[src/hw/rtl/rlpg_pkg.sv]
package rlpg_pkg;

  localparam int NUM_LEDS_DEFAULT = 16;
  localparam int CMD_DEPTH = 4;
  localparam int CMD_PTR_W = $clog2(CMD_DEPTH);

  localparam int CFG_ADDR_W = 4;

  // Register indexes on the configuration port.
  localparam logic [1:0] REG_MODE   = 2'd0;
  localparam logic [1:0] REG_WAIT   = 2'd1;
  localparam logic [1:0] REG_PERIOD = 2'd2;

  // Values of the mode register.
  localparam logic [1:0] MODE_INTERVAL = 2'd0;
  localparam logic [1:0] MODE_DEADLINE = 2'd1;
  localparam logic [1:0] MODE_SINGLE   = 2'd2;

  localparam logic [1:0] MODE_RESET        = 2'd0;
  localparam logic [7:0] WAIT_RESET        = 8'd20;
  localparam logic [15:0] LOOP_PERIOD_RESET = 16'd256;

  typedef enum logic [1:0] {
    CMD_STEP   = 2'd0,
    CMD_SPREAD = 2'd1,
    CMD_SINGLE = 2'd2
  } cmd_kind_t;

  typedef struct packed {
    cmd_kind_t  kind;
    logic [7:0] phase;
  } cmd_t;

  typedef struct packed {
    logic [1:0]  mode;
    logic [7:0]  wait_ms;
    logic [15:0] loop_period;
  } cfg_t;

  typedef struct packed {
    logic [7:0] red;
    logic [7:0] green;
    logic [7:0] blue;
  } rgb_t;

  // Three-segment color wheel on the reversed position.
  function automatic rgb_t wheel(input logic [7:0] pos);
    logic [7:0] p;
    logic [7:0] q;
    logic [7:0] t;
    rgb_t c;
    p = 8'hff - pos;
    if (p < 8'd85) begin
      q = p;
    end else if (p < 8'd170) begin
      q = p - 8'd85;
    end else begin
      q = p - 8'd170;
    end
    t = 8'((q << 1) + q);
    if (p < 8'd85) begin
      c.red = 8'hff - t;
      c.green = 8'd0;
      c.blue = t;
    end else if (p < 8'd170) begin
      c.red = 8'd0;
      c.green = t;
      c.blue = 8'hff - t;
    end else begin
      c.red = t;
      c.green = 8'hff - t;
      c.blue = 8'd0;
    end
    return c;
  endfunction

endpackage

[src/hw/rtl/rlpg_front.sv]
module rlpg_front
  import rlpg_pkg::*;
(
  input  logic        clk,
  input  logic        rst,
  input  cfg_t        cfg,
  input  logic        tick,
  input  logic [31:0] now_ms,
  output logic        cmd_push,
  output cmd_t        cmd_data
);

  logic [31:0] time_mark;
  logic [7:0]  hue_phase;
  logic [8:0]  loop_count;

  logic [31:0] elapsed;
  logic [8:0]  count_inc;
  logic        fire;
  logic        hit_interval;
  logic        hit_deadline;
  logic        hit_single;
  logic [7:0]  phase_inc;

  assign elapsed = now_ms - time_mark;
  assign count_inc = loop_count + 9'd1;
  assign phase_inc = hue_phase + 8'd1;

  assign hit_interval = elapsed >= {24'd0, cfg.wait_ms};
  assign hit_deadline = now_ms > time_mark;
  assign hit_single = {count_inc, 8'h00} >= {1'b0, cfg.loop_period};

  always_comb begin
    fire = 1'b0;
    cmd_data.kind = CMD_STEP;
    unique case (cfg.mode)
      MODE_INTERVAL: begin
        fire = hit_interval;
        cmd_data.kind = CMD_STEP;
      end
      MODE_DEADLINE: begin
        fire = hit_deadline;
        cmd_data.kind = CMD_SPREAD;
      end
      MODE_SINGLE: begin
        fire = hit_single;
        cmd_data.kind = CMD_SINGLE;
      end
      default: begin
        fire = 1'b0;
      end
    endcase
  end

  assign cmd_data.phase = phase_inc;
  assign cmd_push = tick & fire;

  always_ff @(posedge clk) begin
    if (rst) begin
      time_mark <= 32'd0;
      hue_phase <= 8'd0;
      loop_count <= 9'd0;
    end else if (tick) begin
      if (fire) begin
        hue_phase <= phase_inc;
      end
      unique case (cfg.mode)
        MODE_INTERVAL: begin
          if (hit_interval) begin
            time_mark <= now_ms;
          end
        end
        MODE_DEADLINE: begin
          if (hit_deadline) begin
            time_mark <= now_ms + {24'd0, cfg.wait_ms};
          end
        end
        MODE_SINGLE: begin
          loop_count <= hit_single ? 9'd0 : count_inc;
        end
        default: begin
        end
      endcase
    end
  end

endmodule

[src/hw/rtl/rlpg_cmd_fifo.sv]
module rlpg_cmd_fifo
  import rlpg_pkg::*;
(
  input  logic clk,
  input  logic rst,
  input  logic push,
  input  cmd_t wdata,
  input  logic pop,
  output cmd_t rdata,
  output logic valid,
  output logic full
);

  cmd_t slots [CMD_DEPTH];
  logic [CMD_PTR_W-1:0] wr_ptr;
  logic [CMD_PTR_W-1:0] rd_ptr;
  logic [CMD_PTR_W:0]   count;
  logic do_push;
  logic do_pop;

  assign full = count == (CMD_PTR_W + 1)'(CMD_DEPTH);
  assign valid = count != '0;
  assign do_push = push & ~full;
  assign do_pop = pop & valid;
  assign rdata = slots[rd_ptr];

  always_ff @(posedge clk) begin
    if (do_push) begin
      slots[wr_ptr] <= wdata;
    end
  end

  always_ff @(posedge clk) begin
    if (rst) begin
      wr_ptr <= '0;
      rd_ptr <= '0;
      count <= '0;
    end else begin
      if (do_push) begin
        wr_ptr <= wr_ptr + 1'b1;
      end
      if (do_pop) begin
        rd_ptr <= rd_ptr + 1'b1;
      end
      if (do_push && !do_pop) begin
        count <= count + 1'b1;
      end else if (do_pop && !do_push) begin
        count <= count - 1'b1;
      end
    end
  end

endmodule

[src/hw/rtl/rlpg_back.sv]
module rlpg_back
  import rlpg_pkg::*;
#(
  parameter int NUM_LEDS = NUM_LEDS_DEFAULT
) (
  input  logic       clk,
  input  logic       rst,
  input  logic       cmd_valid,
  input  cmd_t       cmd,
  output logic       cmd_pop,
  input  logic       pop,
  output logic       empty,
  output logic [5:0] led_index,
  output logic [7:0] green,
  output logic [7:0] red,
  output logic [7:0] blue,
  output logic       frame_last
);

  localparam int STEP_Q = 256 / NUM_LEDS;
  localparam int STEP_R = 256 % NUM_LEDS;
  localparam logic [5:0] LAST_IDX = 6'(NUM_LEDS - 1);

  logic       busy;
  cmd_kind_t  kind;
  logic [7:0] phase;
  logic [5:0] idx;
  // Running quotient and remainder of idx*256/NUM_LEDS.
  logic [8:0] quo;
  logic [6:0] rem;

  logic       out_valid;
  logic       out_free;
  logic       advance;
  logic       is_last;
  logic       start;
  logic [7:0] pos;
  logic [6:0] rem_sum;
  rgb_t       color;

  assign out_free = ~out_valid | pop;
  assign advance = busy & out_free;
  assign is_last = (kind == CMD_SINGLE) | (idx == LAST_IDX);
  assign start = cmd_valid & (~busy | (advance & is_last));
  assign cmd_pop = start;
  assign empty = ~out_valid;
  assign rem_sum = rem + 7'(STEP_R);

  always_comb begin
    unique case (kind)
      CMD_STEP:   pos = {2'b00, idx} + phase;
      CMD_SPREAD: pos = quo[7:0] + phase;
      CMD_SINGLE: pos = phase;
      default:    pos = phase;
    endcase
  end

  assign color = wheel(pos);

  always_ff @(posedge clk) begin
    if (rst) begin
      busy <= 1'b0;
      out_valid <= 1'b0;
    end else begin
      if (start) begin
        busy <= 1'b1;
      end else if (advance && is_last) begin
        busy <= 1'b0;
      end
      if (advance) begin
        out_valid <= 1'b1;
      end else if (pop) begin
        out_valid <= 1'b0;
      end
    end
  end

  always_ff @(posedge clk) begin
    if (start) begin
      kind <= cmd.kind;
      phase <= cmd.phase;
      idx <= 6'd0;
      quo <= 9'd0;
      rem <= 7'd0;
    end else if (advance) begin
      idx <= idx + 6'd1;
      if (rem_sum >= 7'(NUM_LEDS)) begin
        rem <= rem_sum - 7'(NUM_LEDS);
        quo <= quo + 9'(STEP_Q + 1);
      end else begin
        rem <= rem_sum;
        quo <= quo + 9'(STEP_Q);
      end
    end
  end

  always_ff @(posedge clk) begin
    if (advance) begin
      led_index <= (kind == CMD_SINGLE) ? 6'd0 : idx;
      green <= color.green;
      red <= color.red;
      blue <= color.blue;
      frame_last <= is_last;
    end
  end

endmodule

[src/hw/rtl/rainbow_led_pattern_generator.sv]
// Rainbow LED generator. Each pushed beat is a millisecond tick; depending on
// the mode it may start an update that yields one color beat per LED (modes 0
// and 1, NUM_LEDS beats) or a single beat for LED 0 (mode 2), each tagged with
// its LED index and frame_last on the final beat. A tick is taken in every
// cycle while the four-entry update queue between the tick decoder and the
// LED sequencer has room; the sequencer then drives one LED result a cycle
// while the results are popped. Mode 3 ignores ticks. Registers must be
// written over the APB port only while no update is pending or being
// delivered; the block itself does not enforce this.
module rainbow_led_pattern_generator
  import rlpg_pkg::*;
#(
  parameter int NUM_LEDS = NUM_LEDS_DEFAULT
) (
  input  logic                  clk,
  input  logic                  rst,
  input  logic                  psel,
  input  logic                  penable,
  input  logic                  pwrite,
  input  logic [CFG_ADDR_W-1:0] paddr,
  input  logic [31:0]           pwdata,
  output logic [31:0]           prdata,
  output logic                  pready,
  input  logic                  push,
  output logic                  full,
  input  logic [31:0]           now_ms,
  output logic                  empty,
  input  logic                  pop,
  output logic [5:0]            led_index,
  output logic [7:0]            green,
  output logic [7:0]            red,
  output logic [7:0]            blue,
  output logic                  frame_last
);

  cfg_t cfg;
  logic [1:0] reg_sel;
  logic cfg_write;
  logic tick;
  logic cmd_push;
  cmd_t cmd_in;
  cmd_t cmd_out;
  logic cmd_valid;
  logic cmd_pop;

  assign pready = 1'b1;
  assign reg_sel = paddr[3:2];
  assign cfg_write = psel & penable & pwrite;

  always_ff @(posedge clk) begin
    if (rst) begin
      cfg.mode <= MODE_RESET;
      cfg.wait_ms <= WAIT_RESET;
      cfg.loop_period <= LOOP_PERIOD_RESET;
    end else if (cfg_write) begin
      unique case (reg_sel)
        REG_MODE:   cfg.mode <= pwdata[1:0];
        REG_WAIT:   cfg.wait_ms <= pwdata[7:0];
        REG_PERIOD: cfg.loop_period <= pwdata[15:0];
        default: begin
        end
      endcase
    end
  end

  always_comb begin
    unique case (reg_sel)
      REG_MODE:   prdata = {30'd0, cfg.mode};
      REG_WAIT:   prdata = {24'd0, cfg.wait_ms};
      REG_PERIOD: prdata = {16'd0, cfg.loop_period};
      default:    prdata = 32'd0;
    endcase
  end

  assign tick = push & ~full;

  rlpg_front u_front (
    .clk      (clk),
    .rst      (rst),
    .cfg      (cfg),
    .tick     (tick),
    .now_ms   (now_ms),
    .cmd_push (cmd_push),
    .cmd_data (cmd_in)
  );

  rlpg_cmd_fifo u_fifo (
    .clk   (clk),
    .rst   (rst),
    .push  (cmd_push),
    .wdata (cmd_in),
    .pop   (cmd_pop),
    .rdata (cmd_out),
    .valid (cmd_valid),
    .full  (full)
  );

  rlpg_back #(
    .NUM_LEDS (NUM_LEDS)
  ) u_back (
    .clk        (clk),
    .rst        (rst),
    .cmd_valid  (cmd_valid),
    .cmd        (cmd_out),
    .cmd_pop    (cmd_pop),
    .pop        (pop),
    .empty      (empty),
    .led_index  (led_index),
    .green      (green),
    .red        (red),
    .blue       (blue),
    .frame_last (frame_last)
  );

  // A shown beat that carries the highest LED index must be flagged as the frame's last.
  a_last_index: assert property (@(posedge clk) disable iff (rst)
    (!empty && !frame_last) |-> (led_index != 6'(NUM_LEDS - 1)))
    else $error("non-final beat carries the last LED index");

  // Inside a frame the beat after a taken one is the next LED.
  a_index_seq: assert property (@(posedge clk) disable iff (rst)
    ($past(pop) && !$past(empty) && !$past(frame_last) && !empty) |->
      (led_index == 6'($past(led_index) + 6'd1)))
    else $error("LED index skipped inside a frame");

  // While in single-LED mode every shown beat is flagged as the last of its frame.
  a_single_zero: assert property (@(posedge clk) disable iff (rst)
    (!empty && !frame_last) |-> (cfg.mode != MODE_SINGLE))
    else $error("unfinished frame while in single LED mode");

endmodule

[config.mk]
export PLATFORM = sky130hd
export DESIGN_NAME = rainbow_led_pattern_generator
export DESIGN_NICKNAME = d
export VERILOG_FILES = /design/src/hw/rtl/rlpg_pkg.sv /design/src/hw/rtl/rlpg_front.sv /design/src/hw/rtl/rlpg_cmd_fifo.sv /design/src/hw/rtl/rlpg_back.sv /design/src/hw/rtl/rainbow_led_pattern_generator.sv
export SDC_FILE = /design/constraint.sdc
export NUM_CORES = 1
export LEC_CHECK = 0
export BUFFER_PORTS_ARGS = -buffer_cell sky130_fd_sc_hd__buf_2
export CELL_PAD_IN_SITES_DETAIL_PLACEMENT = 0
export CELL_PAD_IN_SITES_GLOBAL_PLACEMENT = 1
export CORE_ASPECT_RATIO = 1.25
export CORE_MARGIN = 1.5
export CORE_UTILIZATION = 40
export CTS_BUF_LIST = sky130_fd_sc_hd__clkbuf_4
export DETAILED_ROUTE_END_ITERATION = 12
export PLACE_DENSITY_LB_ADDON = 0.05
export SLEW_MARGIN = 20
export SYNTH_ARGS = -nofsm -noshare
export SYNTH_HDL_FRONTEND = slang
export SYNTH_SLANG_ARGS = --single-unit
[constraint.sdc]
create_clock -name clk -period 6.67 [get_ports clk]
set_clock_uncertainty 0.1 [all_clocks]
set_input_delay 1.0005 -clock clk [delete_from_list [all_inputs] [get_ports clk]]
set_output_delay 1.0005 -clock clk [all_outputs]
set_load 0.05 [all_outputs]
======== After elaboration in Yosys (flattened, before gate mapping) ========
Memories as Yosys holds them, arrays and structs flattened. A register that Yosys moved wholly into a read port is not among the register bits.
Index checks and enable logic that the tools add are counted.
operators by class
  add/subtract/negate cells ............... 19
  order comparisons ....................... 6
  equal/unequal tests ..................... 10
  mux-type cells .......................... 21
  bitwise logic cells ..................... 15
  reductions and logical operators ........ 20
operators with widths
  operator             count
  $mux 32              2
  $pmux 32 s2          1
  $mux 24              2
  $pmux 16 s3          1
  $add 32x8->32        1
  $ge 32x8->1          1
  $gt 32x32->1         1
  $sub 32x32->32       1
  $add 9x5->9 const B  2
  $mux 9               2
  $ge 17x16->1         1
  $add 8x8->8          2
  $mux 8               2
  $pmux 8 s2           1
  $sub 8x8->8 const A  2
  $reduce_and 2->1     6
  $add 9x1->9 const B  1
  $and 1x1->1          9
  $add 6x8->8          1
  $add 8x1->8 const B  1
  $lt 8x7->1 const B   1
  $lt 8x8->1 const B   1
  $reduce_bool 2->1    4
  $sub 8x7->8 const B  1
  other kinds (23)     44
word-level totals
  bits in registers ....................... 137
  bits in writable memories ............... 40
  input bits .............................. 75
  output and inout bits ................... 66
  word-level logic and storage cells ...... 111
  memories ................................ 1
memories
  memory        depth  bits a word  read ports  clocked after memory_dff  wr ports  RTL line             source
  u_fifo.slots  4      10           1           1                         1         rlpg_cmd_fifo.sv:14  cmd_t slots [CMD_DEPTH];

======== Depth between registers and ports, before layout ========
Gate-level depths: netlist (run 1).
  depth after elaboration ................. 10
  gate-level depth with buffers ........... 30
  gate-level depth less buffers ........... 27

======== Cells and area by module ========
From an unflattened synthesis (run 1), not the netlist that was laid out.
unflattened totals
  cells, all modules ...................... 1437
  area, all modules ....................... 13071.3 um^2
modules (own cells, without submodules)
  module                         times used  cells an instance  area each (um^2)
  rlpg_front                     1           758                5531.6
  rlpg_back                      1           428                4174.0
  rlpg_cmd_fifo                  1           100                1910.6
  rainbow_led_pattern_generator  1           151                1455.1

======== Worst setup path before layout (run 1) ========
No wires, ideal clock.
  kind .................................... register to register
  from .................................... register u_back.kind[1] (read register of u_fifo.slots)
  to ...................................... register u_back.red[7] (data pin)
  setup time .............................. 0.260 ns
  arrival time ............................ 5.938 ns
  path slack .............................. 0.372 ns
  stages on the path, launching flop included .. 28
  buffers on the path ..................... 3
  cells stage by stage .................... edfxtp_1 > clkbuf_1 > nand2b_1 > clkbuf_1 > mux2_2 > ha_1 > inv_1 > fa_1 > nor2b_1 > o21ai_0 > and3_1 > o31ai_1 > a21oi_1 > o21ai_0 > clkbuf_1 > nand2_1 > xnor2_1 > ha_1 > fa_1 > a21oi_1 > nor2_1 > nor2_1 > o21bai_1 > a21oi_1 > xor2_1 > xnor2_1 > ha_1 > mux2_2
RTL lines
  what                  RTL line          source
  start, declared       rlpg_back.sv:25   cmd_kind_t kind;
  end signal, assigned  rlpg_back.sv:101  red <= color.red;
  end, declared         rlpg_back.sv:15   output logic [7:0] red,

==> impl_metrics.yaml, run 1 <==
outcome:
  status: "completed"
sta:
  max-slew-margin-rel_pct: 28.9
  worst_slack_ps: 558
  fin_crit_sh_pct: 91.6
  worstMarginPinSlew_ps: 1070
  fmax_mhz: 164
  fin_tns_setup_ps: 0
  rsz0062_at_grt: "no"
  setup_viol_count_final: 0
  drv_slew: 0
  hold_viol_final: 0
  fin_crit_ps: 6110
clock_tree:
  cts_sinks: 182
  cts_hold_buf: 0
  cts_tree: "done"
  post_cts_buffers: 0
  clock_latency_ps: 610
  htree_num_levels: 4
  cts_made_buffers: 17
  cts_buffer_depth: 2
  clkTransAtPathRegs_ps: 150
  clockRootBuffer: "clkbuf_4"
synth:
  synth_cells: 1372
  synthDistinctLibCells: 77
  muxShareOfSynthArea_pct: 4.94
  synth_most_common_cell: "nand2_1"
  avgSynthCellArea_um2: 8.93
  synth_xor_area_share_pct: 5.93
  netlist.area_leader.share_pct: 19.9
  ys_ff_latch: 182
  netlist_top_cells_count: "134 x nand2_1, 121 x a21oi_1, 103 x nor2_1, 102 x ha_1, 101 x dfxtp_1"
  yosysWarnings: 0
  seq_area_frac_synth_pct: 36.4
  synth_fa_ha_area_share_pct: 11.2
  synth_simple_gate_area_share_pct: 18.4
  netlist_area_um2: 12200
  synth_compound_area_share_pct: 17.1
  synth-edff-count: 81
  synth_top_area_cell: "edfxtp_1"
  synthArstFlopShare_pct: 0
  ys.flop_type: "dfxtp_1"
  synth_top_family_by_area: "simple AND/OR/NAND/NOR gates"
  ys_top_cells_by_area: "edfxtp_1 20%, dfxtp_1 17%, ha_1 10%"
global_routing:
  grt_pass1_vias: 9645
  grt_start_max_net_pins: 95
  grt_antenna_before_repair: 2
  grt_first_pass_wirelength_um: 51000
  overflow: 0
  gr-usage-all-layers_pct: 20.5
finish:
  n_fill_cell: 3063
  final_layout_size_suffix_gt1_share_pct: 13.4
  seq_area_um2: 4450
  finalNetCount: 1636
  final_util_pct: 44.5
  area_delta_synth_final_pct: 9.33
  multi_input_area_um2: 7130
  layout.cells.non_filler: 1870
setup_path:
  cp.arrival_ps: 6360
  end_kind: "flop"
  crit_fanout: 23
  cp.buffers_inverters: 2
  cp_top_family: "adder cells"
  crit_path_max_incr_delay_ps: 480
  cp_common_cell: "ha_1"
  crit_type: "flop to flop"
  cp.required_ps: 6920
  path_depth: 26
  crit_slowest_cell: "edfxtp_1"
  startpoint_type: "flop"
  ff2ff_path_depth: 26
routing:
  wirelength_um: 31900
  drc: 0
  dr.pass1.iters: 5
  vias: 9908
  wl_per_cell_um: 17.1
  via_per_inst: 5.30
  drt.antenna.violating_nets: 0
  first_iter_violations: 549
job:
  maxCapViolCount: 0
power_and_ir_drop:
  ir_worst_vdd_mv: 0.516
  power.total_w: 0.00678
  power_leakage_nw: 5.35
  p_per_area_nw_per_um2: 506
die:
  die_h_um: 199
  dieArea_um2: 31700
  fp.dieW_um: 160
  io_pins: 141
  core_region_area_um2: 30100
  initial_core_util_pct: 40.7
  std_cell_rows: 71
min_path:
  hold_depth: 2
  hold_path.class: "flop to flop"
placement:
  hpwlAfterDp_um: 24800
  port_buffers: 105
  place_congestion: 0.813
  pre_cts_ws_ps: 476
  placed_cells: 1836
[logic make-up after synthesis]
logic type      count (synthesis)
flops                         182
fa+ha+maj                     107
compound gates                325
xor+xnor                       83
mux                            46
buf+inv                       174
simple gates                  453
other cells                     2
[where the power goes]
group | leakage (nW) | internal (W) | total, W | switching (W)
combinational | 3.60 | 0.00174 | 0.00438 | 0.00264
clock | 0.155 | 0.000177 | 0.000623 | 0.000446
sequential | 1.60 | 0.00166 | 0.00177 | 0.000114
total | 5.35 | 0.00358 | 0.00678 | 0.00320
[sequential cells by signal (all words and copies together) (netlist names), 9 cells and up]
name / count
cfg: 26
u_fifo.slots: 40
u_front.loop_count: 9
u_front.time_mark: 32
[cells in the final DEF (no fill, tap or decap), types with 9 or more instances in the layout]
cell type,instances
inv_1,100
nor2_1,103
nor4_1,9
nor2b_1,21
ha_1,102
xnor2_1,50
a211oi_1,40
mux2_2,10
a21oi_1,120
mux2i_1,20
a21o_1,16
nor3_1,28
and2_1,34
nand2_1,134
edfxtp_1,81
nand2b_1,12
o21a_1,17
and3_1,14
dfxtp_1,101
a31oi_1,10
nand4_1,20
o21ai_0,48
xor2_1,33
nand3_1,26
conb_1,17
mux4_2,10
clkbuf_4,19
buf_2,104
buf_4,17
[repair_timing]
item	in CTS	in global routing
resized for setup	0	1
setup endpoints to repair	0	1
hold endpoints to repair	0	0
[layer usage]
metal / routed length (µm) / GRT usage [%]
met5: 0 / 0
met4: 926 / 7.93
met3: 621 / 2.56
met2: 17600 / 40.4
met1: 12800 / 22.0
[worst min-delay path, delay by kind of cell (launching register included)]
kind,cells,cell delay [ps]
AOI/OAI and AO/OA,1,50
DFF,1,350
and+or+nand+nor,1,50
[layout make-up]
type	count	area share, %
repair buffers	121	4.84
diodes	2	0.0374
inverters	101	2.83
well taps	401	3.75
flip-flops and latches	182	33.3
clock buffers	19	1.07
clock inverters	13	0.981
multi-input cells	1031	53.2
[metrics by stage]
stage	hold WS, ps	area (µm²)
after CTS	381	13400
final	379	13400
after global routing	400	13400
after global placement	356	13100
after floorplan	344	12300
after detailed placement	361	13100
[worst paths after layout]
path	from	end	slack (ps)
setup / recovery	u_back.kind[0]	u_back.red[7]	560
hold / removal	cfg[11]	cfg[11]	380
setup reg to reg	u_back.kind[0]	u_back.red[7]	560
hold reg to reg	cfg[11]	cfg[11]	380
No activity file was read; power rests on OpenSTA's default activity.
==> run 2: changes to the inputs <==
--- a/config.mk
+++ b/config.mk
@@ -17,4 +17,5 @@
 export SLEW_MARGIN = 20
 export SYNTH_ARGS = -nofsm -noshare
 export SYNTH_HDL_FRONTEND = slang
+export SYNTH_HIERARCHICAL = 1
 export SYNTH_SLANG_ARGS = --single-unit
==> run 2 against run 1 <==
Critical path depth down 2. Register-to-register slack gained 70 ps. Design area grew 6.1%.
==> impl_metrics.yaml, run 2 <==
synth:
  yosysWarnings: 6
  synth-edff-count: 81
  ys.flop_type: "dfxtp_1"
  netlist_area_um2: 13100
  synth_simple_gate_area_share_pct: 19.6
  netlist.area_leader.share_pct: 18.6
  muxShareOfSynthArea_pct: 5.83
  synth_top_family_by_area: "simple AND/OR/NAND/NOR gates"
  synth_most_common_cell: "dfxtp_1"
  synthArstFlopShare_pct: 0
  synth_fa_ha_area_share_pct: 10.4
  synth_compound_area_share_pct: 18.3
  ys_ff_latch: 184
  ys_top_cells_by_area: "edfxtp_1 19%, dfxtp_1 16%, ha_1 9.7%"
  synth_cells: 1437
  avgSynthCellArea_um2: 9.10
  synth_top_area_cell: "edfxtp_1"
  netlist_top_cells_count: "103 x dfxtp_1, 101 x ha_1, 101 x inv_1, 101 x nor2_1, 93 x a21oi_1"
  seq_area_frac_synth_pct: 34.4
  synthDistinctLibCells: 101
  synth_xor_area_share_pct: 5.34
power_and_ir_drop:
  power_leakage_nw: 5.71
  ir_worst_vdd_mv: 0.626
  p_per_area_nw_per_um2: 565
min_path:
  hold_path.class: "flop to flop"
finish:
  reg_top3: "u_fifo/slots (40), u_front/time_mark (32), cfg (26)"
  largest_reg_flops: 40
  final_common_cell: "buf_2"
  final_layout_size_suffix_gt1_share_pct: 14.1
  area_delta_synth_final_pct: 8.72
  n_fill_cell: 3259
  most-common-layout-cells: "104 x buf_2, 103 x dfxtp_1, 101 x nor2_1, 101 x inv_1, 101 x ha_1"
  final_util_pct: 44.5
  top_register: "u_fifo/slots"
  finalNetCount: 1701
  stdcell_area_um2: 14200
sta:
  rsz0062_at_grt: "no"
  fin_tns_setup_ps: 0
  fmax_mhz: 166
  setup_viol_count_final: 0
  fin_crit_ps: 6040
  drv_slew: 0
  max-slew-margin-rel_pct: 40.0
  hold_viol_final: 0
  worstMarginPinSlew_ps: 899
  fin_crit_sh_pct: 90.6
routing:
  wirelength_um: 32500
  vias: 10400
  drt.antenna.violating_nets: 0
  via_per_inst: 5.37
  first_iter_violations: 584
  drc: 0
  wl_per_cell_um: 16.7
  dr.pass1.iters: 5
setup_path:
  cp.required_ps: 6930
  startpoint_type: "flop"
  crit_fanout: 6
  r2r_slack_ps: 630
  end_kind: "flop"
  crit_type: "flop to flop"
  cp.arrival_ps: 6300
global_routing:
  gr-usage-all-layers_pct: 20.2
  grt_pass1_vias: 10600
  overflow: 0
  grt_start_max_net_pins: 112
  grt_first_pass_wirelength_um: 54300
  grt_antenna_before_repair: 1
die:
  initial_core_util_pct: 40.9
  die_h_um: 205
  io_pins: 141
  core_region_area_um2: 32000
  std_cell_rows: 73
  dieArea_um2: 33800
  fp.dieW_um: 165
clock_tree:
  clockRootBuffer: "clkbuf_4"
  cts_sinks: 184
  cts_hold_buf: 0
  cts_buffer_depth: 2
  htree_num_levels: 4
  clkTransAtPathRegs_ps: 170
  cts_resized: 0
  cts_tree: "done"
  post_cts_buffers: 0
  clock_latency_ps: 600
  cts_made_buffers: 17
placement:
  port_buffers: 105
  hpwlAfterDp_um: 24500
  place_congestion: 0.879
  placed_area_um2: 13900
outcome:
  status: "completed"
job:
  maxCapViolCount: 0
[run 2: through the flow]
step           total power, W  hold slack (ps)  cells  setup WS (ps)
2_1_floorplan         0.00623              347   1452            675
3_3_place_gp          0.00734              373   1912            530
3_5_place_dp          0.00739              377   1912            515
4_1_cts               0.00812              402   1944            567
5_1_grt               0.00891              420   1947           43.8
6_report              0.00802              400   1947            630
[run 2: power breakdown]
group / leakage (nW) / total [W] / switching [W] / internal (W)
Sequential: 1.61 / 0.00177 / 0.000116 / 0.00166
Clock: 0.160 / 0.000689 / 0.000445 / 0.000245
Combinational: 3.93 / 0.00556 / 0.00341 / 0.00215
[run 2: cell families (layout without fill, tap and decap cells)]
kind of cell / count (synthesis) / after routing
AOI/OAI and AO/OA: 342 / 342
and+or+nand+nor: 487 / 487
xor gates and xnor gates: 78 / 78
other: 2 / 19
adders and majority gates: 106 / 106
DFF: 184 / 184
muxes: 62 / 62
buffers and inverters: 176 / 257
[run 2: cell type report]
cell class	count	area (µm²)	share of cell area (%)
Clock buffer	19	143	1.00
Multi-Input combinational cell	1092	7840	55.1
Inverter	105	394	2.77
Timing Repair Buffer	120	661	4.65
Sequential cell	184	4490	31.6
Clock inverter	13	164	1.15
Antenna cell	2	5.00	0.0352
Tap cell	412	515	3.63
[run 2: worst max-delay path, stage by stage (launching register included)]
cell and delay, ps:
edfxtp_1 410, nor2b_1 210, mux2_2 360, ha_1 220, inv_1 80, fa_1 420
mux2_2 310, inv_1 130, ha_1 250, inv_1 80, a32oi_1 310, nor2_1 120
o21ai_0 320, and2_1 310, nor2_1 80, a21oi_1 290, ha_1 230, inv_1 60
fa_1 470, inv_1 140, nand4_1 110, and3_1 210, or2_1 210, ha_1 260
and2_1 130
[run 2: final timing paths]
| path | start | end | cells past startpoint |
|---|---|---|---|
| setup / recovery | u_back/kind[0] | u_back/green[7] | 24 |
| hold / removal | cfg[5] | cfg[5] | 2 |
| setup reg to reg | u_back/kind[0] | u_back/green[7] | 24 |
| hold reg to reg | cfg[5] | cfg[5] | 2 |
[run 2: routing by layer]
metal / track usage, % / vias up / routed length [µm] / part of all wire (%)
li1: - / 5335 / - / -
met1: 25.6 / 4948 / 14600 / 45
met2: 35.6 / 134 / 16700 / 51
met3: 2.43 / 32 / 639 / 2.0
met4: 5.53 / 0 / 564 / 1.7
met5: 0 / - / 0 / 0
==> run 3: changes to the inputs <==
==> constraint.sdc (replaced) <==
create_clock -name clk -period 5.9 [get_ports clk]
set_clock_uncertainty 0.1 [all_clocks]
set_input_delay 0.885 -clock clk [delete_from_list [all_inputs] [get_ports clk]]
set_output_delay 0.885 -clock clk [all_outputs]
set_load 0.05 [all_outputs]
==> run 3 against run 2 <==
Core utilization grew 0.83 points. Sequential power grew 13%. Non-clock buffer count grew 27. Critical endpoint unchanged. Flip-flop and latch count is the same. Worst setup slack lost 200 ps. Routed wire length is essentially flat. Design area grew 1.9%. Hold slack lost 1.4 ps. Global-route usage shrank 0.49 points. Combinational power grew 22%.
==> impl_metrics.yaml, run 3 (same netlist as run 2, synthesis figures left out) <==
finish:
  top_register: "u_fifo/slots"
  final_util_pct: 45.3
  area_delta_synth_final_pct: 10.7
  reg_top3: "u_fifo/slots (40), u_front/time_mark (32), cfg (26)"
  largest_reg_flops: 40
  layout.cells.non_filler: 1974
  finalNetCount: 1728
  most-common-layout-cells: "104 x buf_2, 103 x dfxtp_1, 100 x nor2_1, 100 x inv_1, 100 x ha_1"
  final_layout_size_suffix_gt1_share_pct: 16.2
  final_common_cell: "buf_2"
  n_fill_cell: 3271
  stdcell_area_um2: 14500
placement:
  placed_cells: 1937
  port_buffers: 105
  hpwlAfterDp_um: 24800
  place_congestion: 0.886
  placed_area_um2: 14100
  pre_cts_ws_ps: -24.6
setup_path:
  end_kind: "flop"
  critPathCapture: "u_back/green[7]"
  crit_fanout: 11
  startpoint_type: "flop"
  ff2ff_path_depth: 25
  startpoint: "u_back/kind[0]"
  r2r-start: "u_back/kind[0]"
  r2r_slack_ps: 430
  cp.required_ps: 6170
  rr_endpoint: "u_back/green[7]"
  cp.arrival_ps: 5740
  crit_type: "flop to flop"
routing:
  drc: 0
  first_iter_violations: 552
  dr.pass1.iters: 5
  drt.antenna.violating_nets: 0
  wirelength_um: 32500
  vias: 10600
  wl_per_cell_um: 16.5
  via_per_inst: 5.36
sta:
  fin_tns_setup_ps: 0
  worst_slack_ps: 431
  fmax_mhz: 183
  worstMarginPinSlew_ps: 849
  drv_slew: 0
  max-slew-margin-rel_pct: 43.4
  setup_viol_count_final: 0
  fin_crit_ps: 5470
  hold_viol_final: 0
  fin_crit_sh_pct: 92.7
job:
  maxCapViolCount: 0
clock_tree:
  cts_sinks: 184
  clock_latency_ps: 600
  cts_tree: "done"
  clkTransAtPathRegs_ps: 160
  cts_made_buffers: 17
  cts_buffer_depth: 2
  clockRootBuffer: "clkbuf_4"
  cts_hold_buf: 0
  htree_num_levels: 4
power_and_ir_drop:
  ir_worst_vdd_mv: 0.620
  p_per_area_nw_per_um2: 661
  power_leakage_nw: 5.86
die:
  die_h_um: 205
  dieArea_um2: 33800
  core_region_area_um2: 32000
  fp.dieW_um: 165
  initial_core_util_pct: 40.9
  std_cell_rows: 73
  io_pins: 141
global_routing:
  grt_start_max_net_pins: 112
  grt_first_pass_wirelength_um: 52500
  overflow: 0
  grt_antenna_before_repair: 1
  gr-usage-all-layers_pct: 19.7
  grt_pass1_vias: 10200
outcome:
  status: "completed"
min_path:
  hold_path.class: "flop to flop"
run 3: changes by cell type in the layout (fill, tap and decap cells not counted), sizes merged:
cell / before / now
buf: 120 / 147
inv: 110 / 108
clkinvlp: 2 / 0
clkinv: 4 / 7
clkbuf: 19 / 20
run 3: cell type report:
type	count	area (µm²)	share of cell area [%]
Inverter	105	394	2.72
Tap cell	412	515	3.56
Multi-Input combinational cell	1092	7880	54.4
Clock inverter	12	164	1.13
Clock buffer	20	150	1.04
Antenna cell	2	5.00	0.0346
Sequential cell	184	4490	31.0
Timing Repair Buffer	147	876	6.05
run 3: how the worst min path moves through the flow:
stage | start | end | cells after the start
after CTS | pwdata[11] | cfg[11] | 3
after detailed placement | cfg[10] | cfg[10] | 2
after global placement | cfg[14] | cfg[14] | 2
final | cfg[12] | cfg[12] | 2
after global routing | pwdata[10] | cfg[10] | 3
after floorplan | u_back/busy | u_back/out_valid | 2
run 3: timing repair:
item                                    in CTS  in global routing
setup buffers                                0                  2
resized for setup                            0                 11
endpoints found under the setup margin       0                 12
run 3: worst max-delay path: stages, from the launching register on:
cell and delay (ps):
edfxtp_1 420, nor2b_2 180, buf_4 150, mux2_2 270, inv_1 70, fa_1 430, nor2b_1 260, o2111ai_1 170
and3b_1 240, o31ai_4 210, o21ai_1 170, o21ai_2 320, buf_4 270, o32ai_2 120, nor2_2 180, inv_1 80
ha_1 220, nand2_1 100, nand2b_1 60, a21o_1 190, a21oi_1 200, buf_4 160, a21oi_1 80, or2_1 230
ha_1 260, and2_1 130
run 3: per-stage QoR:
step / hold slack, ps / total power (W)
after floorplan: 347 / 0.00704
after global placement: 374 / 0.00855
after detailed placement: 377 / 0.00861
after CTS: 349 / 0.00944
after global routing: 376 / 0.0106
final: 399 / 0.00956
run 3: metal layers:
metal / track usage, % / part of all wire (%) / vias up
met1: 24.3 / 45 / 5030
met3: 2.35 / 2.0 / 24
met2: 35.8 / 52 / 133
met5: 0 / 0 / -
met4: 5.08 / 1.4 / 0
li1: - / - / 5390
run 3: power by group:
group	switching, W	internal (W)	total, W
Sequential	0.000130	0.00187	0.00200
Combinational	0.00399	0.00280	0.00678
Clock	0.000493	0.000283	0.000776
